[src/hw/rtl/icc_pkg.sv]
package icc_pkg;

  localparam int unsigned OpW      = 2;
  localparam int unsigned RegIdxW  = 3;
  localparam int unsigned CfgDataW = 17;
  localparam int unsigned InDataW  = 48;
  localparam int unsigned OutDataW = 32;
  localparam int unsigned TimeW    = 17;
  localparam int unsigned TempW    = 11;
  localparam int unsigned HumW     = 10;
  localparam int unsigned BandW    = 8;
  localparam int unsigned DayW     = 8;

  localparam int unsigned SecPerMin  = 60;
  localparam int unsigned SecPerHour = 3600;

  typedef enum logic [OpW-1:0] {
    OP_SAMPLE = 2'd0,
    OP_TICK   = 2'd1,
    OP_SWITCH = 2'd2
  } icc_op_e;

  localparam logic [RegIdxW-1:0] REG_SETTER_TEMP  = 3'd0;
  localparam logic [RegIdxW-1:0] REG_HATCHER_TEMP = 3'd1;
  localparam logic [RegIdxW-1:0] REG_SETTER_HUM   = 3'd2;
  localparam logic [RegIdxW-1:0] REG_HATCHER_HUM  = 3'd3;
  localparam logic [RegIdxW-1:0] REG_TEMP_BAND    = 3'd4;
  localparam logic [RegIdxW-1:0] REG_HUM_BAND     = 3'd5;
  localparam logic [RegIdxW-1:0] REG_FAN_DELAY    = 3'd6;
  localparam logic [RegIdxW-1:0] REG_SETTER_DAYS  = 3'd7;

  typedef struct packed {
    logic phase;
    logic rotate;
    logic vent;
    logic fan;
    logic humid;
    logic heater;
  } icc_drive_t;

  // True when more than lim seconds have passed; an earlier "now" counts as a wrap.
  function automatic logic elapsed_gt(input logic [TimeW-1:0] now,
                                      input logic [TimeW-1:0] since,
                                      input logic [TimeW-1:0] lim);
    logic [TimeW-1:0] diff;
    diff = now - since;
    return (now < since) || (diff > lim);
  endfunction

  function automatic logic elapsed_ge(input logic [TimeW-1:0] now,
                                      input logic [TimeW-1:0] since,
                                      input logic [TimeW-1:0] lim);
    logic [TimeW-1:0] diff;
    diff = now - since;
    return (now < since) || (diff >= lim);
  endfunction

endpackage

[src/hw/rtl/incubator_climate_controller_core.sv]
// A result beat is loaded into the output register, or into the skid entry on a stall.
// One input beat per cycle while the skid is empty; each is processed in one pass.
// A two-entry output buffer lets one more beat be accepted while a result is stalled.
// The averaging rings use one memory write and one registered prefetch read per sample.
// Reset is asynchronous and active low: drives, sums, ring position and output valids
// clear, and the configuration registers return to their default setpoints.
module incubator_climate_controller_core #(
  parameter int unsigned AVG_DEPTH             = 8,
  parameter int unsigned VENT_TEMP_MARGIN      = 10,
  parameter int unsigned VENT_HUM_MARGIN       = 100,
  parameter int unsigned ROTATE_EVERY_HOURS    = 2,
  parameter int unsigned ROTATE_IGNORE_SECONDS = 10,
  parameter int unsigned HEATER_FAN_WAIT       = 30
) (
  input  logic                          clk_i,
  input  logic                          rst_ni,
  input  logic                          cfg_we_i,
  input  logic [icc_pkg::RegIdxW-1:0]   cfg_idx_i,
  input  logic [icc_pkg::CfgDataW-1:0]  cfg_data_i,
  input  logic                          s_axis_tvalid,
  output logic                          s_axis_tready,
  // Fields from bit 0: temp_sample, hum_sample, day, hour, minute, second, zero fill.
  input  logic [icc_pkg::InDataW-1:0]   s_axis_tdata,
  // Fields from bit 0: op.
  input  logic [icc_pkg::OpW-1:0]       s_axis_tuser,
  output logic                          m_axis_tvalid,
  input  logic                          m_axis_tready,
  // Fields from bit 0: heater_on, humidifier_on, fan_on, vent_on, rotate_on,
  // hatcher_phase, mean_temp, mean_hum, zero fill.
  output logic [icc_pkg::OutDataW-1:0]  m_axis_tdata
);
  import icc_pkg::*;

  localparam int unsigned PosW = (AVG_DEPTH > 1) ? $clog2(AVG_DEPTH) : 1;
  localparam int unsigned TsW  = TempW + $clog2(AVG_DEPTH);
  localparam int unsigned HsW  = HumW + $clog2(AVG_DEPTH);
  localparam int unsigned CmpW = 14 + $clog2(AVG_DEPTH);

  localparam logic [PosW-1:0]        LastPos = PosW'(AVG_DEPTH - 1);
  localparam logic signed [CmpW-1:0] DepthC  = CmpW'(AVG_DEPTH);
  localparam logic signed [CmpW-1:0] VentTC  = CmpW'(VENT_TEMP_MARGIN);
  localparam logic signed [CmpW-1:0] VentHC  = CmpW'(VENT_HUM_MARGIN);
  localparam logic [TimeW-1:0]       WaitC   = TimeW'(HEATER_FAN_WAIT);
  localparam logic [TimeW-1:0]       IgnoreC = TimeW'(ROTATE_IGNORE_SECONDS);

  function automatic logic [31:0] rot_hours_mask();
    logic [31:0] m;
    int unsigned c;
    m = '0;
    c = 0;
    for (int unsigned i = 0; i < 32; i++) begin
      m[i] = (c == 0);
      c++;
      if (c == ROTATE_EVERY_HOURS) begin
        c = 0;
      end
    end
    return m;
  endfunction

  localparam logic [31:0] RotMask = rot_hours_mask();

  // Configuration registers.
  logic signed [TempW-1:0] setter_temp_q, hatcher_temp_q;
  logic [HumW-1:0]         setter_hum_q, hatcher_hum_q;
  logic [BandW-1:0]        temp_band_q, hum_band_q;
  logic [TimeW-1:0]        fan_delay_q;
  logic [DayW-1:0]         setter_days_q;

  always_ff @(posedge clk_i or negedge rst_ni) begin
    if (!rst_ni) begin
      setter_temp_q  <= 11'sd377;
      hatcher_temp_q <= 11'sd370;
      setter_hum_q   <= 10'd550;
      hatcher_hum_q  <= 10'd700;
      temp_band_q    <= 8'd2;
      hum_band_q     <= 8'd20;
      fan_delay_q    <= 17'd10;
      setter_days_q  <= 8'd18;
    end else if (cfg_we_i) begin
      case (cfg_idx_i)
        REG_SETTER_TEMP:  setter_temp_q  <= cfg_data_i[TempW-1:0];
        REG_HATCHER_TEMP: hatcher_temp_q <= cfg_data_i[TempW-1:0];
        REG_SETTER_HUM:   setter_hum_q   <= cfg_data_i[HumW-1:0];
        REG_HATCHER_HUM:  hatcher_hum_q  <= cfg_data_i[HumW-1:0];
        REG_TEMP_BAND:    temp_band_q    <= cfg_data_i[BandW-1:0];
        REG_HUM_BAND:     hum_band_q     <= cfg_data_i[BandW-1:0];
        REG_FAN_DELAY:    fan_delay_q    <= cfg_data_i[TimeW-1:0];
        REG_SETTER_DAYS:  setter_days_q  <= cfg_data_i[DayW-1:0];
        default: ;
      endcase
    end
  end

  // Input fields.
  logic                    s_fire;
  icc_op_e                 op;
  logic signed [TempW-1:0] temp_sample;
  logic [HumW-1:0]         hum_sample;
  logic [DayW-1:0]         day;
  logic [4:0]              hour;
  logic [5:0]              minute;
  logic [5:0]              second;
  logic [TimeW-1:0]        now;

  assign s_fire      = s_axis_tvalid & s_axis_tready;
  assign op          = icc_op_e'(s_axis_tuser);
  assign temp_sample = s_axis_tdata[10:0];
  assign hum_sample  = s_axis_tdata[20:11];
  assign day         = s_axis_tdata[28:21];
  assign hour        = s_axis_tdata[33:29];
  assign minute      = s_axis_tdata[39:34];
  assign second      = s_axis_tdata[45:40];
  assign now = TimeW'(second) + TimeW'(minute) * TimeW'(SecPerMin)
             + TimeW'(hour) * TimeW'(SecPerHour);

  // Controller state.
  logic signed [TsW-1:0] tsum_q, tsum_d;
  logic [HsW-1:0]        hsum_q, hsum_d;
  logic [PosW-1:0]       pos_q, pos_d;
  logic                  wrapped_q, wrapped_d;
  logic                  heater_q, heater_d, hdprev_q, hdprev_d;
  logic                  humid_q, humid_d;
  logic                  fan_q, fan_d, fdprev_q, fdprev_d;
  logic                  vent_q, vent_d, rotate_q, rotate_d, phase_q, phase_d;
  logic [TimeW-1:0]      hsince_q, hsince_d, fsince_q, fsince_d, rsince_q, rsince_d;

  // Averaging rings; rd_*_q holds the entry at pos_q, prefetched on the previous sample.
  logic signed [TempW-1:0] temp_mem [AVG_DEPTH];
  logic [HumW-1:0]         hum_mem [AVG_DEPTH];
  logic signed [TempW-1:0] rd_temp_q, old_temp;
  logic [HumW-1:0]         rd_hum_q, old_hum;
  logic                    sample_we;

  assign sample_we = s_fire && (op == OP_SAMPLE);
  assign old_temp  = wrapped_q ? rd_temp_q : '0;
  assign old_hum   = wrapped_q ? rd_hum_q : '0;

  always_ff @(posedge clk_i) begin
    if (sample_we) begin
      temp_mem[pos_q] <= temp_sample;
      hum_mem[pos_q]  <= hum_sample;
      if (pos_d == pos_q) begin
        rd_temp_q <= temp_sample;
        rd_hum_q  <= hum_sample;
      end else begin
        rd_temp_q <= temp_mem[pos_d];
        rd_hum_q  <= hum_mem[pos_d];
      end
    end
  end

  // Tick decisions.
  logic                    setter;
  logic signed [TempW-1:0] tsp;
  logic [HumW-1:0]         hsp;
  logic signed [CmpW-1:0]  tsum_w, hsum_w, tsp_w, hsp_w, tband_w, hband_w;
  logic signed [CmpW-1:0]  t_lo, t_hi, t_vent, h_lo, h_hi, h_vent;
  logic                    hd, heater_n, humid_n, fd, fan_n, vent_n, rot_start;
  logic [TimeW-1:0]        hsince_n, fsince_n;

  assign setter  = ($signed({2'b00, day}) - 10'sd1) < $signed({2'b00, setter_days_q});
  assign tsp     = setter ? setter_temp_q : hatcher_temp_q;
  assign hsp     = setter ? setter_hum_q : hatcher_hum_q;
  assign tsum_w  = CmpW'(tsum_q);
  assign hsum_w  = CmpW'($signed({1'b0, hsum_q}));
  assign tsp_w   = CmpW'(tsp);
  assign hsp_w   = CmpW'($signed({1'b0, hsp}));
  assign tband_w = CmpW'($signed({1'b0, temp_band_q}));
  assign hband_w = CmpW'($signed({1'b0, hum_band_q}));
  assign t_lo    = (tsp_w - tband_w) * DepthC;
  assign t_hi    = (tsp_w + tband_w) * DepthC;
  assign t_vent  = (tsp_w + VentTC) * DepthC;
  assign h_lo    = (hsp_w - hband_w) * DepthC;
  assign h_hi    = (hsp_w + hband_w) * DepthC;
  assign h_vent  = (hsp_w + VentHC) * DepthC;

  assign hd        = heater_q ? !(tsum_w > t_hi) : (tsum_w < t_lo);
  assign hsince_n  = (hd != hdprev_q) ? now : hsince_q;
  assign heater_n  = hd & ~((hd != heater_q) & ~fan_q & elapsed_gt(now, hsince_n, WaitC));
  assign humid_n   = humid_q ? !(hsum_w > h_hi) : (hsum_w < h_lo);
  assign fd        = heater_n | humid_n;
  assign fsince_n  = (fd != fdprev_q) ? now : fsince_q;
  assign fan_n     = ((fan_q != fd) && elapsed_gt(now, fsince_n, fan_delay_q)) ? fd : fan_q;
  assign vent_n    = (tsum_w > t_vent) || (hsum_w > h_vent);
  assign rot_start = setter && RotMask[hour] && (minute == '0) && (second == '0);

  always_comb begin
    tsum_d    = tsum_q;
    hsum_d    = hsum_q;
    pos_d     = (pos_q == LastPos) ? '0 : pos_q + 1'b1;
    wrapped_d = wrapped_q;
    heater_d  = heater_q;
    hdprev_d  = hdprev_q;
    humid_d   = humid_q;
    fan_d     = fan_q;
    fdprev_d  = fdprev_q;
    vent_d    = vent_q;
    rotate_d  = rotate_q;
    phase_d   = phase_q;
    hsince_d  = hsince_q;
    fsince_d  = fsince_q;
    rsince_d  = rsince_q;
    case (op)
      OP_SAMPLE: begin
        tsum_d    = tsum_q + TsW'(temp_sample) - TsW'(old_temp);
        hsum_d    = hsum_q + HsW'(hum_sample) - HsW'(old_hum);
        wrapped_d = wrapped_q | (pos_q == LastPos);
      end
      OP_TICK: begin
        phase_d  = ~setter;
        heater_d = heater_n;
        hdprev_d = hd;
        hsince_d = hsince_n;
        humid_d  = humid_n;
        fan_d    = fan_n;
        fdprev_d = fd;
        fsince_d = fsince_n;
        vent_d   = vent_n;
        if (rot_start) begin
          rotate_d = 1'b1;
          rsince_d = now;
        end
      end
      OP_SWITCH: begin
        if (rotate_q && elapsed_ge(now, rsince_q, IgnoreC)) begin
          rotate_d = 1'b0;
        end
      end
      default: ;
    endcase
  end

  always_ff @(posedge clk_i or negedge rst_ni) begin
    if (!rst_ni) begin
      tsum_q    <= '0;
      hsum_q    <= '0;
      pos_q     <= '0;
      wrapped_q <= 1'b0;
      heater_q  <= 1'b0;
      hdprev_q  <= 1'b0;
      humid_q   <= 1'b0;
      fan_q     <= 1'b0;
      fdprev_q  <= 1'b0;
      vent_q    <= 1'b0;
      rotate_q  <= 1'b0;
      phase_q   <= 1'b0;
      hsince_q  <= '0;
      fsince_q  <= '0;
      rsince_q  <= '0;
    end else if (s_fire) begin
      tsum_q    <= tsum_d;
      hsum_q    <= hsum_d;
      if (sample_we) begin
        pos_q <= pos_d;
      end
      wrapped_q <= wrapped_d;
      heater_q  <= heater_d;
      hdprev_q  <= hdprev_d;
      humid_q   <= humid_d;
      fan_q     <= fan_d;
      fdprev_q  <= fdprev_d;
      vent_q    <= vent_d;
      rotate_q  <= rotate_d;
      phase_q   <= phase_d;
      hsince_q  <= hsince_d;
      fsince_q  <= fsince_d;
      rsince_q  <= rsince_d;
    end
  end

  // Two-entry output buffer: main register and skid register.
  icc_drive_t            drv_n;
  icc_drive_t            out_drv_q, skid_drv_q;
  logic signed [TsW-1:0] out_tsum_q, skid_tsum_q;
  logic [HsW-1:0]        out_hsum_q, skid_hsum_q;
  logic                  out_valid_q, skid_valid_q;
  logic                  m_fire, load_out;

  assign drv_n = '{phase: phase_d, rotate: rotate_d, vent: vent_d, fan: fan_d,
                   humid: humid_d, heater: heater_d};

  assign m_fire        = out_valid_q & m_axis_tready;
  assign load_out      = ~out_valid_q | m_fire;
  assign s_axis_tready = ~skid_valid_q;

  always_ff @(posedge clk_i or negedge rst_ni) begin
    if (!rst_ni) begin
      out_valid_q  <= 1'b0;
      skid_valid_q <= 1'b0;
    end else if (load_out) begin
      out_valid_q  <= skid_valid_q | s_fire;
      skid_valid_q <= 1'b0;
    end else if (s_fire) begin
      skid_valid_q <= 1'b1;
    end
  end

  always_ff @(posedge clk_i) begin
    if (load_out) begin
      if (skid_valid_q) begin
        out_drv_q  <= skid_drv_q;
        out_tsum_q <= skid_tsum_q;
        out_hsum_q <= skid_hsum_q;
      end else begin
        out_drv_q  <= drv_n;
        out_tsum_q <= tsum_d;
        out_hsum_q <= hsum_d;
      end
    end else if (s_fire) begin
      skid_drv_q  <= drv_n;
      skid_tsum_q <= tsum_d;
      skid_hsum_q <= hsum_d;
    end
  end

  logic signed [TempW-1:0] mean_temp;
  logic [HumW-1:0]         mean_hum;

  assign mean_temp     = TempW'(out_tsum_q / DepthC);
  assign mean_hum      = HumW'(out_hsum_q / AVG_DEPTH);
  assign m_axis_tvalid = out_valid_q;
  assign m_axis_tdata  = {5'b0, mean_hum, mean_temp, out_drv_q.phase, out_drv_q.rotate,
                          out_drv_q.vent, out_drv_q.fan, out_drv_q.humid, out_drv_q.heater};

  assert property (@(posedge clk_i) disable iff (!rst_ni)
    skid_valid_q |-> out_valid_q)
    else $error("skid entry held while main output register is empty");

  assert property (@(posedge clk_i) disable iff (!rst_ni)
    (s_fire && !m_fire) |=>
      $countones({out_valid_q, skid_valid_q}) ==
      $past($countones({out_valid_q, skid_valid_q})) + 1)
    else $error("accepted beat lost in output buffer");

  assert property (@(posedge clk_i) disable iff (!rst_ni)
    pos_q <= LastPos)
    else $error("ring position beyond averaging depth");

  assert property (@(posedge clk_i) disable iff (!rst_ni)
    $rose(heater_q) |-> $past(s_fire && (op == OP_TICK)))
    else $error("heater switched on outside a control tick");

endmodule

[config.mk]
export PLATFORM = sky130hd
export DESIGN_NAME = incubator_climate_controller_core
export DESIGN_NICKNAME = d
export VERILOG_FILES = /design/src/hw/rtl/icc_pkg.sv /design/src/hw/rtl/incubator_climate_controller_core.sv
export SDC_FILE = /design/constraint.sdc
export NUM_CORES = 1
export LEC_CHECK = 0
export BUFFER_PORTS_ARGS = -buffer_cell sky130_fd_sc_hd__buf_4
export CAP_MARGIN = 30
export CORE_UTILIZATION = 30
export CTS_BUF_LIST = sky130_fd_sc_hd__clkbuf_16
export DETAILED_ROUTE_END_ITERATION = 10
export SLEW_MARGIN = 5
export SYNTH_ARGS = -nofsm -noshare
export SYNTH_HDL_FRONTEND = slang
export SYNTH_SLANG_ARGS = --single-unit
[constraint.sdc]
create_clock -name clk_i -period 24.6 [get_ports clk_i]
set_input_delay 1.23 -clock clk_i [delete_from_list [all_inputs] [get_ports clk_i]]
set_output_delay 1.23 -clock clk_i [all_outputs]
set_load 0.01 [all_outputs]
# ---- Yosys cells after proc, flatten, opt, wreduce, memory -nomap -nowiden
# Memories as Yosys holds them, arrays and structs flattened. A register that Yosys moved wholly into a read port is not among the register bits.
# Cells that the tools add are included.
dict set report totals {
  reg_bits 241
  ramBits 168
  rom_bits 32
  input_bits 75
  out_inout_bits 34
  word_cells 167
  mem_count 3
}
dict set report op_classes {
  add_sub_neg 18
  multipliers 2
  n_lt_le_gt_ge 14
  eq_ne 14
  mux 28
  bitwise 16
  n_reduce_logical 31
}
# memory depth width read_ports rd_clocked_by_memory_dff write_ports line_no
set mem_list {}
lappend mem_list {temp_mem 8 11 1 1 1 incubator_climate_controller_core.sv:129} ;# logic signed [TempW-1:0] temp_mem [AVG_DEPTH];
lappend mem_list {hum_mem 8 10 1 1 1 incubator_climate_controller_core.sv:130} ;# logic [HumW-1:0] hum_mem [AVG_DEPTH];
lappend mem_list {{(name not given)} 32 1 1 0 0 incubator_climate_controller_core.sv:186} ;# assign rot_start = setter && RotMask[hour] && (minute == '0) && (second == '0);
# cell count
set ops {}
lappend ops {{17-bit less-than comparator} 3}
lappend ops {{17-bit subtractor} 3}
lappend ops {{17-bit two-way mux} 2}
lappend ops {{14-bit by 15-bit greater-than comparator with 1-bit output} 2}
lappend ops {{13-bit by 14-bit greater-than comparator with 1-bit output} 2}
lappend ops {{14-bit two-way mux} 2}
lappend ops {{13-bit two-way mux} 2}
lappend ops {{2-bit AND reduction} 12}
lappend ops {{11-bit two-way mux} 2}
lappend ops {{10-bit two-way mux} 2}
lappend ops {{13-bit by 17-bit adder with 17-bit output} 1}
lappend ops {{17-bit by 4-bit >= comparator with 1-bit output (second input constant)} 1}
lappend ops {{17-bit greater-than comparator} 1}
lappend ops {{17-bit by 5-bit greater-than comparator with 1-bit output (second input constant)} 1}
lappend ops {{3-bit == test (second input constant)} 5}
lappend ops {{14-bit by 15-bit less-than comparator with 1-bit output} 1}
lappend ops {{1-bit two-way mux} 15}
lappend ops {{14-bit by 11-bit adder with 14-bit output} 1}
lappend ops {{14-bit less-than comparator} 1}
lappend ops {{14-bit by 11-bit subtractor with 14-bit output} 1}
lappend ops {{13-bit by 10-bit adder with 13-bit output} 1}
lappend ops {{6-bit by 12-bit adder with 13-bit output} 1}
lappend ops {{5-bit by 8-bit multiplier with 13-bit output (second input constant)} 1}
lappend ops {{13-bit by 10-bit subtractor with 13-bit output} 1}
lappend ops {{other kinds (32)} 59}

# ---- Longest topological paths before layout
# Gate-level depths: netlist of the first run.
dict set report depth {
  word_depth 25
  mapped_depth 83
  ltp_nobuf 78
}

# ---- Worst setup path after synthesis of the first run
# No wires, ideal clock.
dict set report synth_timing {
  path_kind {in2reg}
  startpoint {input port s_axis_tdata[21] in the netlist's numbering}
  endpoint {register out_drv_q, in the netlist m_axis_tdata[2], data pin}
  setup_ns 0.260
  arrival_time_ns 15.011
  t_required_ns 24.340
  slack_ns 9.329
  cell_stages 76
  cell_sequence {inv_1 > ha_1 > inv_1 > ha_1 > a21boi_0 > o21a_1 > o21a_1 > o211ai_1 > a21boi_0 > o31ai_1 > buf_2 > buf_1 > buf_1 > mux2_2 > inv_1 > ha_1 > o21bai_1 > a21oi_1 > [... 40 more ...] > a21boi_0 > o21a_1 > o21ai_0 > nand2b_1 > a21oi_1 > nor2b_1 > o21ai_0 > a21oi_1 > ha_1 > a21o_1 > a21o_1 > a21oi_1 > o21ai_0 > a21oi_1 > o32ai_1 > a21oi_1 > mux2i_1 > mux2_2}
}
dict set report synth_via {
  elab_chain_cells 25
  word_cells_on_any_way 39
  classes_between {7 x add/sub; 9 x order compare; 4 x eq/ne; 9 x mux; 5 x bitwise; 5 x reduce/logical}
}
# element line_no
set synth_rtl {}
lappend synth_rtl {{start, declared} incubator_climate_controller_core.sv:23} ;# input logic [icc_pkg::InDataW-1:0] s_axis_tdata,
lappend synth_rtl {{8-bit by 1-bit subtractor with 9-bit output *} incubator_climate_controller_core.sv:162} ;# assign setter = ($signed({2'b00, day}) - 10'sd1) < $signed({2'b00, setter_days_q});
lappend synth_rtl {{9-bit less-than comparator *} incubator_climate_controller_core.sv:162}
lappend synth_rtl {{11-bit two-way mux} incubator_climate_controller_core.sv:163} ;# assign tsp = setter ? setter_temp_q : hatcher_temp_q;
lappend synth_rtl {{11-bit by 9-bit adder with 12-bit output} incubator_climate_controller_core.sv:172} ;# assign t_hi = (tsp_w + tband_w) * DepthC;
lappend synth_rtl {{14-bit by 15-bit greater-than comparator with 1-bit output} incubator_climate_controller_core.sv:178} ;# assign hd = heater_q ? !(tsum_w > t_hi) : (tsum_w < t_lo);
lappend synth_rtl {{1-bit zero test} incubator_climate_controller_core.sv:178}
lappend synth_rtl {{1-bit two-way mux} incubator_climate_controller_core.sv:178}
lappend synth_rtl {{1-bit inequality test} incubator_climate_controller_core.sv:179} ;# assign hsince_n = (hd != hdprev_q) ? now : hsince_q;
lappend synth_rtl {{[... 10 more ...]} --}
lappend synth_rtl {{named net fsince_n[0]} incubator_climate_controller_core.sv:160} ;# logic [TimeW-1:0] hsince_n, fsince_n;
lappend synth_rtl {{17-bit subtractor} icc_pkg.sv:46} ;# diff = now - since;
lappend synth_rtl {{17-bit greater-than comparator} icc_pkg.sv:47} ;# return (now < since) || (diff > lim);
lappend synth_rtl {{1-bit logical OR *} icc_pkg.sv:47}
lappend synth_rtl {{1-bit logical AND *} incubator_climate_controller_core.sv:184} ;# assign fan_n = ((fan_q != fd) && elapsed_gt(now, fsince_n, fan_delay_q)) ? fd : fan_q;
lappend synth_rtl {{1-bit two-way mux *} incubator_climate_controller_core.sv:184}
lappend synth_rtl {{1-bit two-way mux *} incubator_climate_controller_core.sv:204} ;# case (op)
lappend synth_rtl {{named net fan_d} incubator_climate_controller_core.sv:124} ;# logic fan_q, fan_d, fdprev_q, fdprev_d;
lappend synth_rtl {{6-bit two-way mux *} incubator_climate_controller_core.sv:301} ;# if (skid_valid_q) begin
lappend synth_rtl {{end signal, assigned} incubator_climate_controller_core.sv:302} ;# out_drv_q <= skid_drv_q;
lappend synth_rtl {{end signal, assigned} incubator_climate_controller_core.sv:306} ;# out_drv_q <= drv_n;
lappend synth_rtl {{end, declared} incubator_climate_controller_core.sv:274} ;# icc_drive_t out_drv_q, skid_drv_q;
# Mark *: on every way through the listed nets, which the timed path passes. The rest lies on a longest branch.
# A chain may end at the register's enable or synchronous reset.

# ---- Final worst setup path of the first run
# Ends and elaborated chain as after synthesis.

==> summary by stage, run 1 <==
Yosys
The area share of the largest cell type after synthesis is between 20% and 30%. The number of unique standard cell types used by synthesis is between 80 and 90. The synthesis warning total is 0. The async set or reset register ratio after synthesis is about two fifths. Of all cell types, the one taking the most synthesized area is edfxtp_1. The netlist area before placement is approximately 27,000 um2. The sequential cell area fraction in the yosys report is between 40% and 50%. After synthesis, the mean cell area works out to between 10 and 15 um2.

In this run, synthesis produced a sequential element count of between 400 and 500. In the post-synthesis netlist, the biggest area contributors are edfxtp_1 28%, dfrtp_1 14%, ha_1 12%. Among all flip-flop cells after synthesis, the most frequent one is edfxtp_1. The number of synthesized flops with an enable pin is 249. The number of standard cells after synthesis is ~2,400. Ranked by instance count, the synthesized netlist is headed by 265 x inv_1, 256 x ha_1, 249 x edfxtp_1. The most common cell in the netlist is inv_1.

Cells and area
The count of nets after finishing is approximately 2,900. Summing all multi-input logic gate instances after layout gives between 10,000 and 15,000 um2. Cells with a size suffix above 1 make up ~18% of the layout.

Compared with the post-synthesis result, the final layout area differs by 14.4%. The number of filler instances in the final layout is around 8,700. The diode insertion count for antenna repair is 0. Summing all flip-flop and latch instances after layout gives around 12,000 um2.

Worst setup path
The peak per-stage delay on the critical path is 0.62 ns. The kind of capture point of the worst setup path is a register. For the worst setup path, the data arrival time is around 17 ns. The required time of the worst setup path is between 20 and 25 ns. The cell repeated most along the worst path is a21oi_1. The nature of the critical path startpoint is an input port.

By startpoint and endpoint, the worst setup path is classified as input port to register. In this run the worst path has a maximum fanout of 28. The critical path's slowest cell is o32ai_1.

Timing
At the pin with the least slew margin, the transition time is ~0.87 ns. The hold violation count in the final report is 0. On the final layout, the worst clock skew is around 0.06 ns. The worst path uses 68.0% of the clock period. For this run, the top clock speed supported by timing is 0.0598 GHz. Setup violations remaining at the end of the flow were counted as 0.

The routed design could run at a clock period as short as 16.73 ns. Setup repair after global routing left no endpoint under its margin. Once routing completed, OpenROAD measured the worst setup slack at 7.87 ns. Headroom to the max-slew limit came out at a little over 40%.

The total count of max-transition violations in the final report was 0. The post-route setup TNS is 0 ns.

Placed design
The number of port buffers is slightly above 100. The placement-stage worst setup slack is between 7 and 8 ns. The HPWL after detailed placement is 44.2 mm. The placer's final routability congestion estimate is ~0.83.

Clocking
The number of levels the H-tree was split into is 2. Buffers inserted during clock tree synthesis total between 40 and 50. The root buffer cell chosen for the clock tree is clkbuf_16. The TritonCTS sink count is around 420. The clock insertion delay at the later pin of the skew report is between 0.6 and 0.7 ns.

TritonCTS built the clock tree. The clock-pin slew of the registers on the worst-case setup and hold paths is roughly 0.060 ns. Hold repair after CTS inserted 0 buffers. The maximum buffer depth of the clock tree is 3. The number of buffers added for setup after CTS is 0.

The number of gates resized after cts is 0.

Run status
The run finished with clean final reports.

Route
The number of vias in the routed layout is approximately 17,000. Using the TritonRoute via totals, the vias-per-cell ratio works out to 4.70. The detailed-routing iteration count for the pre-antenna-repair pass is 4. The post-detailed-routing wire length is 60.6 mm.

The detailed router's first-iteration violation count is slightly below 800. In this run the remaining antenna-violating nets after routing total 0. After detailed routing, the number of remaining DRC violations is 0. In the final routed layout, each cell accounts on average for about 17 um.

Floorplanning
The initial utilization of the core area, before any placement, comes to 30.5%. The vertical die dimension is 300 um. The area of the die is approximately 90,000 um2.

Pin placement for this block handled approximately 110 I/O pins. The floorplan has 108 rows. After floorplanning, the core was sized to cover slightly below 90,000 um2.

Measured along the x axis, the die boundary spans approximately 300 um.

Global routing
The via count of the first global-routing pass was about 17,000. The number of antenna violations at the first check in global routing is 1. The wire length of the first global-routing pass is around 96 mm. The total routing usage reported by global routing is between 10 and 15%. The global-route congestion overflow total is 0. The maximum number of pins on one net before global-route repair is between 90 and 100.

Hold path
The tightest min-delay check is of the register to register type.

Run
The max-cap check violation count is 0.
-- layout make-up --
cell class	instances	share of cell area [%]
clock buffers	48	3.94
clock inverters	42	1.21
inverters	267	3.29
multi-input cells	1601	44.5
flip-flops and latches	424	39.0
well taps	1155	4.74
repair buffers	132	3.32
-- worst max-delay path: cells and delay by family --
kind | cells | cell delay [ns]
mux | 5 | 1.43
simple gates | 13 | 2.79
buf+inv | 6 | 1.07
xor+xnor | 3 | 0.89
fa+ha+maj | 10 | 2.91
compound gates | 37 | 6.66
-- per-stage QoR --
| step | hold slack, ns | cells | area [um2] | util [%] |
|---|---|---|---|---|
| 2_1_floorplan | 0.446 | 2354 | 26700 | - |
| 3_3_place_gp | 0.462 | 3577 | 28900 | 33.0 |
| 3_5_place_dp | 0.471 | 3579 | 28900 | 33.1 |
| 4_1_cts | 0.483 | 3669 | 30500 | 34.9 |
| 5_1_grt | 0.513 | 3669 | 30500 | 34.9 |
| 6_report | 0.482 | 3669 | 30500 | 34.9 |
-- flip-flops by register name (all words and copies together), names as in the netlist, 8 cells and up, named ones only --
name,count
setter_days_q,8
hsince_q,17
hatcher_temp_q,11
hatcher_hum_q,10
setter_temp_q,11
temp_mem,88
skid_tsum_q,14
skid_hsum_q,10
out_hsum_q,10
tsum_q,14
hsum_q,10
rd_hum_q,10
fsince_q,17
rsince_q,17
temp_band_q,8
hum_band_q,8
hum_mem,80
setter_hum_q,10
fan_delay_q,17
rd_temp_q,11
out_tsum_q,14
-- metal layers --
metal | up-vias | track usage (%) | part of all wire [%]
met2 | 227 | 23.1 | 48
met5 | - | 0 | 0
met3 | 75 | 1.83 | 3.4
li1 | 8625 | - | -
met1 | 8317 | 18.0 | 46
met4 | 0 | 3.51 | 2.2
-- path summary, 6_finish.rpt --
path	start	end	slack [ns]	depth (start not counted)
min	hsince_q[0]	hsince_q[0]	0.48	2
min reg2reg	hsince_q[0]	hsince_q[0]	0.48	2
min in group asynchronous	rst_ni	skid_valid_q	0.75	1
max in group asynchronous	rst_ni	setter_hum_q[1]	22.39	3
max	s_axis_tdata[21]	m_axis_tdata[2]	7.87	74
max reg2reg	setter_days_q[1]	m_axis_tdata[2]	8.41	71
-- placed cells by master, fill, tap and decap left out, types with 8 or more instances in the layout --
master     netlist  final
nand2_1        157    157
nand4_1         16     16
xnor2_1         85     85
nand3_1         28     28
nor2b_1         29     29
o21a_1          32     32
nor4_1           9      8
o211ai_1        13     13
xor2_1          30     30
inv_1          265    277
and2_1          25     25
nor3_1          20     16
dfrtp_1        147    147
a21boi_0        17     17
o31ai_1         10      9
mux4_2          42     42
nor2_1         124    119
clkbuf_16        0     48
or3_1            8      8
buf_4            6    129
clkinv_1         2     13
and3_1           8      8
mux2i_1         51     51
dfstp_2         28     28
a21o_1          33     33
a211oi_1         8      8
ha_1           256    256
fa_1            45     45
a31oi_1          9      9
mux2_2         157    157
edfxtp_1       249    249
o21ai_0        161    161
a21oi_1        102    102
nand2b_1        25     24
o21bai_1        16     16
-- cell families (layout without fill, tap and decap cells) --
logic type,after synthesis,after routing,share of synthesized area [%]
compound gates,447,447,10.4
xor+xnor,120,120,4.17
fa+ha+maj,304,304,15.5
buf+inv,329,489,4.78
flops,424,424,44.6
mux,252,252,12.2
other cells,1,5,0.0141
simple gates,473,473,8.38
Power of run 1 is left out: the tool's default activity adds up to more than one toggle a clock period on the data nets, which glitch-free logic cannot reach.
==> run 2: changes to the inputs <==
clock period = 13.99 ns   (was 24.6 ns; I/O delays follow)
==> run 2 against run 1 <==
Effect of this change: global-route usage rose by 0.29 points; utilization rose by 1.3 points; via count rose by 2.4%; final area rose by 3.7%; routed wire length rose by 2.5%.
==> summary by stage, run 2 (synthesis results as in run 1) <==
Worst setup path
The kind of capture point of the worst setup path is a register (unchanged). The critical path's slowest cell is or4_4 (was o32ai_1). The peak per-stage delay on the critical path is 0.54 ns (was 0.62 ns). The arrival time reported for the critical path endpoint is 13.53 ns (was 17.09 ns). The nature of the critical path startpoint is a register (was input port). The required time of the worst setup path is 14.35 ns (was 24.96 ns). The cell repeated most along the worst path is nor2_1 (was a21oi_1). The maximum fanout encountered on the critical timing path is 5 (was 28). The kind of critical path was register to register (was input port to register).

Floorplanning
The number of rows created at floorplan is 108 (unchanged). The placeable core area was 87,400 um2 (unchanged). The vertical die dimension is 300 um (unchanged). The horizontal extent of the die was 300 um (unchanged). The number of I/O pins is 109 (unchanged). The area of the die is 90,100 um2 (unchanged). The starting density of the core came to 30.5% (unchanged).

Timing
The minimum setup slack in the final design is 0.819 ns (was 7.87 ns). For this run, the top clock speed supported by timing is 0.0759 GHz. The final number of setup-violating endpoints is 0 (unchanged). The setup clock skew after layout is 0.0426 ns (was 0.0589 ns).

The hold violation count in the final report is 0 (unchanged). The actual transition at the worst max-transition pin is 0.969 ns (was 0.867 ns). The final clock period utilization by the worst path is between 90 and 100%. The final critical path time including I/O delays and setup is ~13 ns. The total count of max-transition violations in the final report is 0 (unchanged).

The normalized max-slew margin is 34.8% (was 40.5%).

Route
The routed wire length per instance is 16.4 um (was 16.5 um). The detailed-routing iteration count for the pre-antenna-repair pass is 5 (was 4). The average vias per placed instance is 4.66 (was 4.70). The detailed-route DRC error count came to 0 (unchanged). The detailed router's first-iteration violation count is 928 (was 794). The number of antenna-violating nets in the routed design is 0 (unchanged). The number of vias in the routed layout was 17,700 (was 17,200). The post-detailed-routing wire length is 62.1 mm (was 60.6 mm).

Cells and area
The flip-flop count of the largest register, all copies and words added came to 88 (unchanged). Top library cells by usage in the layout, fill and taps aside: 270 x inv_1, 256 x ha_1, 249 x edfxtp_1 (was 277 x inv_1, 256 x ha_1, 249 x edfxtp_1). The register with the most flip-flops is temp_mem (unchanged). Largest registers: temp_mem x88, hum_mem x80 (unchanged). The most frequent standard cell in the layout excluding fill and tap cells is inv_1 (unchanged). The growth of design area from synthesis to finish is 18.6% (was 14.4%). The count of nets after finishing is 2,967 (was 2,850). The share of layout cells above drive strength 1 is 23.4% (was 18.0%). The summed area of non-filler cells in the final layout is 31,600 um2 (was 30,500 um2).

Run
The max-cap check violation count was 0 (unchanged).

Clocking
The clock insertion delay at the later pin of the skew report is 0.61 ns (about the same). The number of buffers created by CTS came to 49 (was 48). The master cell of the clock root buffer is clkbuf_16 (unchanged). The TritonCTS sink count is 424 (unchanged). The maximum buffer depth of the clock tree is 3 (unchanged). The TritonCTS clock tree is done (unchanged).

The number of levels the H-tree was split into is 2 (unchanged). The clock-pin slew of the registers on the worst-case setup and hold paths is 0.06 ns (about the same).

Global routing
The wire length of the first global-routing pass is 97.6 mm (was 96.0 mm). The maximum number of pins on one net before global-route repair is 96 (was 98). The number of antenna violations at the first check in global routing is 4 (was 1). The global-route congestion overflow total came to 0 (unchanged). The total routing usage reported by global routing was 13.8% (was 13.5%). The via count of the first global-routing pass is 17,600 (was 17,400).

Placed design
The placed wire-length estimate was 45.4 mm (was 44.2 mm). The placement-stage worst setup slack is -0.260 ns (was 7.26 ns). The number of port buffers is 101 (unchanged). The placement-stage cell area came to 29,800 um2 (was 28,900 um2). The placer's final routability congestion estimate came to 0.833 (was 0.829).

Hold path
The classification of the worst-slack hold path is input port to async pin (was register to register).

Run status
Status: finished clean (unchanged).
-- run 2: area by class of cell --
type,instances,area [um2]
Inverter,267,1000
Clock inverter,42,314
Timing Repair Buffer,248,1940
Tap cell,1155,1450
Antenna cell,2,5.00
Multi-Input combinational cell,1601,13800
Clock buffer,50,1250
Fill cell,8575,55800
Sequential cell,424,11900
-- run 2: worst max-delay path: cells and delay by family (launching register included) --
family / cells / cell delay [ns]
compound gates: 32 / 4.92
xor+xnor: 2 / 0.37
fa+ha+maj: 8 / 2.17
buf+inv: 8 / 0.92
flops: 1 / 0.52
mux: 5 / 0.85
simple gates: 18 / 3.17
-- run 2: path summary, 6_finish.rpt --
check                                      start               to  depth (start not counted)  slack (ns)
worst max-delay path            setter_days_q[1]  m_axis_tdata[2]                         73        0.82
worst min-delay path                      rst_ni     hsince_q[14]                          2        0.17
worst max register to register  setter_days_q[1]  m_axis_tdata[2]                         73        0.82
worst min register to register       hsince_q[5]      hsince_q[5]                          2        0.48
max in group asynchronous                 rst_ni   temp_band_q[1]                          4       12.62
min in group clk_i                cfg_data_i[14]  fan_delay_q[14]                          2        0.33
-- run 2: per-stage QoR --
stage / std cells / util [%] / hold slack [ns] / TNS [ns]
6_report: 3789 / 36.2 / 0.167 / 0
5_1_grt: 3788 / 36.2 / 0.205 / -0.0870
4_1_cts: 3776 / 35.8 / 0.241 / 0
3_5_place_dp: 3684 / 34.0 / 0.466 / -0.303
3_3_place_gp: 3683 / 34.0 / 0.463 / -0.159
2_1_floorplan: 2354 / - / 0.404 / 0
-- run 2: routing by layer --
layer	share of wire [%]	GRT usage (%)	vias to the layer above	wire length (um)
met1	46	18.1	8473	28200
met3	3.4	2.15	87	2100
met4	2.5	3.72	6	1540
met2	49	23.6	239	30100
met5	0.058	0	-	36
li1	-	-	8860	-
-- run 2: what timing repair did --
item / CTS / global route
resized for setup: 0 / 58
buffers inserted: 0 / 10
hold buffers: 0 / 0
setup endpoints to repair: 0 / 3
Power of run 2 is left out for the same reason.
==> run 3: changes to the inputs <==
CORE_UTILIZATION = 40   (was 30)
==> run 3 against run 2 <==
Effect of this change: die area shrank 25%; clock skew barely moved; worst setup slack worse by 0.035 ns; sequential share of layout area is 0.37 points higher; critical endpoint unchanged; largest cell class unchanged.
==> summary by stage, run 3 (synthesis results as in run 1) <==
Clocking
The clock insertion delay at the later pin of the skew report was 0.62 ns (was 0.61 ns). The TritonCTS sink count is 424 (unchanged). The master cell of the clock root buffer is clkbuf_16 (unchanged).

The clock-pin slew of the registers on the worst-case setup and hold paths was 0.06 ns (about the same). The maximum buffer depth of the clock tree is 3 (unchanged). The number of buffers created by CTS is 48 (was 49).

The number of levels the H-tree was split into came to 2 (unchanged). The TritonCTS clock tree was done (unchanged).

Timing
The setup clock skew after layout was 0.0425 ns (was 0.0426 ns). The maximum clock frequency is 0.0757 GHz (was 0.0759 GHz). The final number of setup-violating endpoints is 0 (unchanged).

The final critical path time including I/O delays and setup came to 13.21 ns (was 13.17 ns). The normalized max-slew margin is 38.5% (was 34.8%). The post-route setup TNS is 0 ns (unchanged). The total count of max-transition violations in the final report was 0 (unchanged). The actual transition at the worst max-transition pin was 0.918 ns (was 0.969 ns).

The final clock period utilization by the worst path came to 94.4% (was 94.1%). The hold violation count in the final report is 0 (unchanged). The final hold slack was 0.0340 ns (was 0.167 ns).

Placed design
The placer's final routability congestion estimate is 0.854 (was 0.833). The placed wire-length estimate is 44.9 mm (was 45.4 mm). The number of port buffers is 101 (unchanged).

Worst setup path
The worst reg2reg path depth is 76 (was 73). The critical path's slowest cell is or4_4 (unchanged). The kind of critical path is register to register (unchanged). The maximum fanout encountered on the critical timing path is 5 (unchanged).

The arrival time reported for the critical path endpoint was 13.55 ns (was 13.53 ns). The peak per-stage delay on the critical path is 0.56 ns (was 0.54 ns). The nature of the critical path startpoint is a register (unchanged).

The required time of the worst setup path was 14.33 ns (was 14.35 ns). The kind of capture point of the worst setup path is a register (unchanged).

Route
The number of vias in the routed layout is 18,200 (was 17,700). The detailed-route DRC error count is 0 (unchanged). The average vias per placed instance came to 5.20 (was 4.66). The detailed-routing iteration count for the pre-antenna-repair pass is 7 (was 5). The detailed router's first-iteration violation count came to 885 (was 928). The routed wire length per instance is 17.8 um (was 16.4 um). The number of antenna-violating nets in the routed design was 0 (unchanged). The post-detailed-routing wire length is 62.2 mm (was 62.1 mm).

Run status
Status: finished clean (unchanged).

Global routing
The maximum number of pins on one net before global-route repair is 74 (was 96). The global-route congestion overflow total is 0 (unchanged). The number of antenna violations at the first check in global routing came to 0 (was 4).

The met1 global-route usage is 24.7% (was 18.1%). The total routing usage reported by global routing is 18.7% (was 13.8%). The met2 routing resource usage after global routing is 32.4% (was 23.6%). The met3 track demand over resource was 2.38% (was 2.15%).

The wire length of the first global-routing pass was 99.7 mm (was 97.6 mm). The via count of the first global-routing pass is 18,700 (was 17,600). The global-route layer with the greatest usage is met2 (unchanged).

Cells and area
The flip-flop count of the largest register, all copies and words added was 88 (unchanged). The diode insertion count for antenna repair is 0 (was 2). The count of nets after finishing is 2,974 (was 2,967). The growth of design area from synthesis to finish was 17.4% (was 18.6%). Largest registers: temp_mem x88, hum_mem x80 (unchanged). Top library cells by usage in the layout, fill and taps aside: 273 x inv_1, 252 x ha_1, 251 x buf_4 (was 270 x inv_1, 256 x ha_1, 249 x edfxtp_1).

The register with the most flip-flops was temp_mem (unchanged). The most frequent standard cell in the layout excluding fill and tap cells is inv_1 (unchanged). The share of layout cells above drive strength 1 came to 23.4% (about the same).

Hold path
The classification of the worst-slack hold path is input port to async pin (unchanged).

Floorplanning
The vertical die dimension is 260 um (was 300 um). The horizontal extent of the die came to 260 um (was 300 um). The number of I/O pins is 109 (unchanged). The starting density of the core was 40.5% (was 30.5%). The area of the die was 67,700 um2 (was 90,100 um2). The placeable core area is 65,900 um2 (was 87,400 um2). The number of rows created at floorplan was 94 (was 108).

Run
The max-cap check violation count came to 0 (unchanged).
[run 3: cell types whose count changed in the layout (fill, tap and decap cells not counted), moves of 4 or more]
cell / delta
buf_4: +10
clkinv_2: -4
ha_1: -4
mux2i_1: +4
[run 3: layer usage]
metal	share of wire (%)	routed length [um]	up-vias
met4	1.8	1120	0
met1	46	28500	9052
met3	2.8	1770	60
li1	-	-	8853
met5	0	0	-
met2	49	30700	229
[run 3: critical path: cells and delay by family, from the launching register on]
kind / cells / cell delay, ns
AND/OR/NAND/NOR: 19 / 2.89
XOR/XNOR: 1 / 0.18
buffers and inverters: 6 / 0.64
multiplexers: 4 / 0.92
adder cells (fa/ha/maj): 8 / 2.33
AO/OA/AOI/OAI: 38 / 5.47
flip-flops: 1 / 0.52
[run 3: through the flow]
| stage | instances | cell area (um2) | utilization, % | setup WS [ns] |
|---|---|---|---|---|
| 3_3_place_gp | 3402 | 29400 | 44.7 | -0.135 |
| 2_1_floorplan | 2354 | 26700 | - | 0.0293 |
| 5_1_grt | 3502 | 31300 | 47.5 | -0.0668 |
| 6_report | 3502 | 31300 | 47.5 | 0.784 |
| 4_1_cts | 3492 | 31000 | 47.1 | 0.00958 |
| 3_5_place_dp | 3402 | 29400 | 44.7 | -0.507 |
[run 3: what timing repair did]
item                                    4_1_cts  5_1_grt
resized for setup                             1       51
endpoints found under the setup margin        1        3
buffers inserted                              0        8
hold buffers                                  0        0
pin swaps                                     0       32
[run 3: area by class of cell]
type / count / area [um2]
clock buffer: 49 / 1230
clock inverter: 41 / 359
fill: 5982 / 34600
inverter: 267 / 1000
multi-input combinational: 1601 / 13800
sequential: 424 / 11900
tap: 864 / 1080
timing repair buffer: 256 / 1980
[run 3: final timing paths]
check,from,endpoint,slack (ns)
max,setter_days_q[1],m_axis_tdata[2],0.78
min,rst_ni,rsince_q[10],0.03
max reg2reg,setter_days_q[1],m_axis_tdata[2],0.78
min reg2reg,hsince_q[0],hsince_q[0],0.48
max in group asynchronous,rst_ni,setter_days_q[1],12.99
min in group clk_i,s_axis_tdata[2],temp_mem[7][2],0.32
Power of run 3 is left out for the same reason.
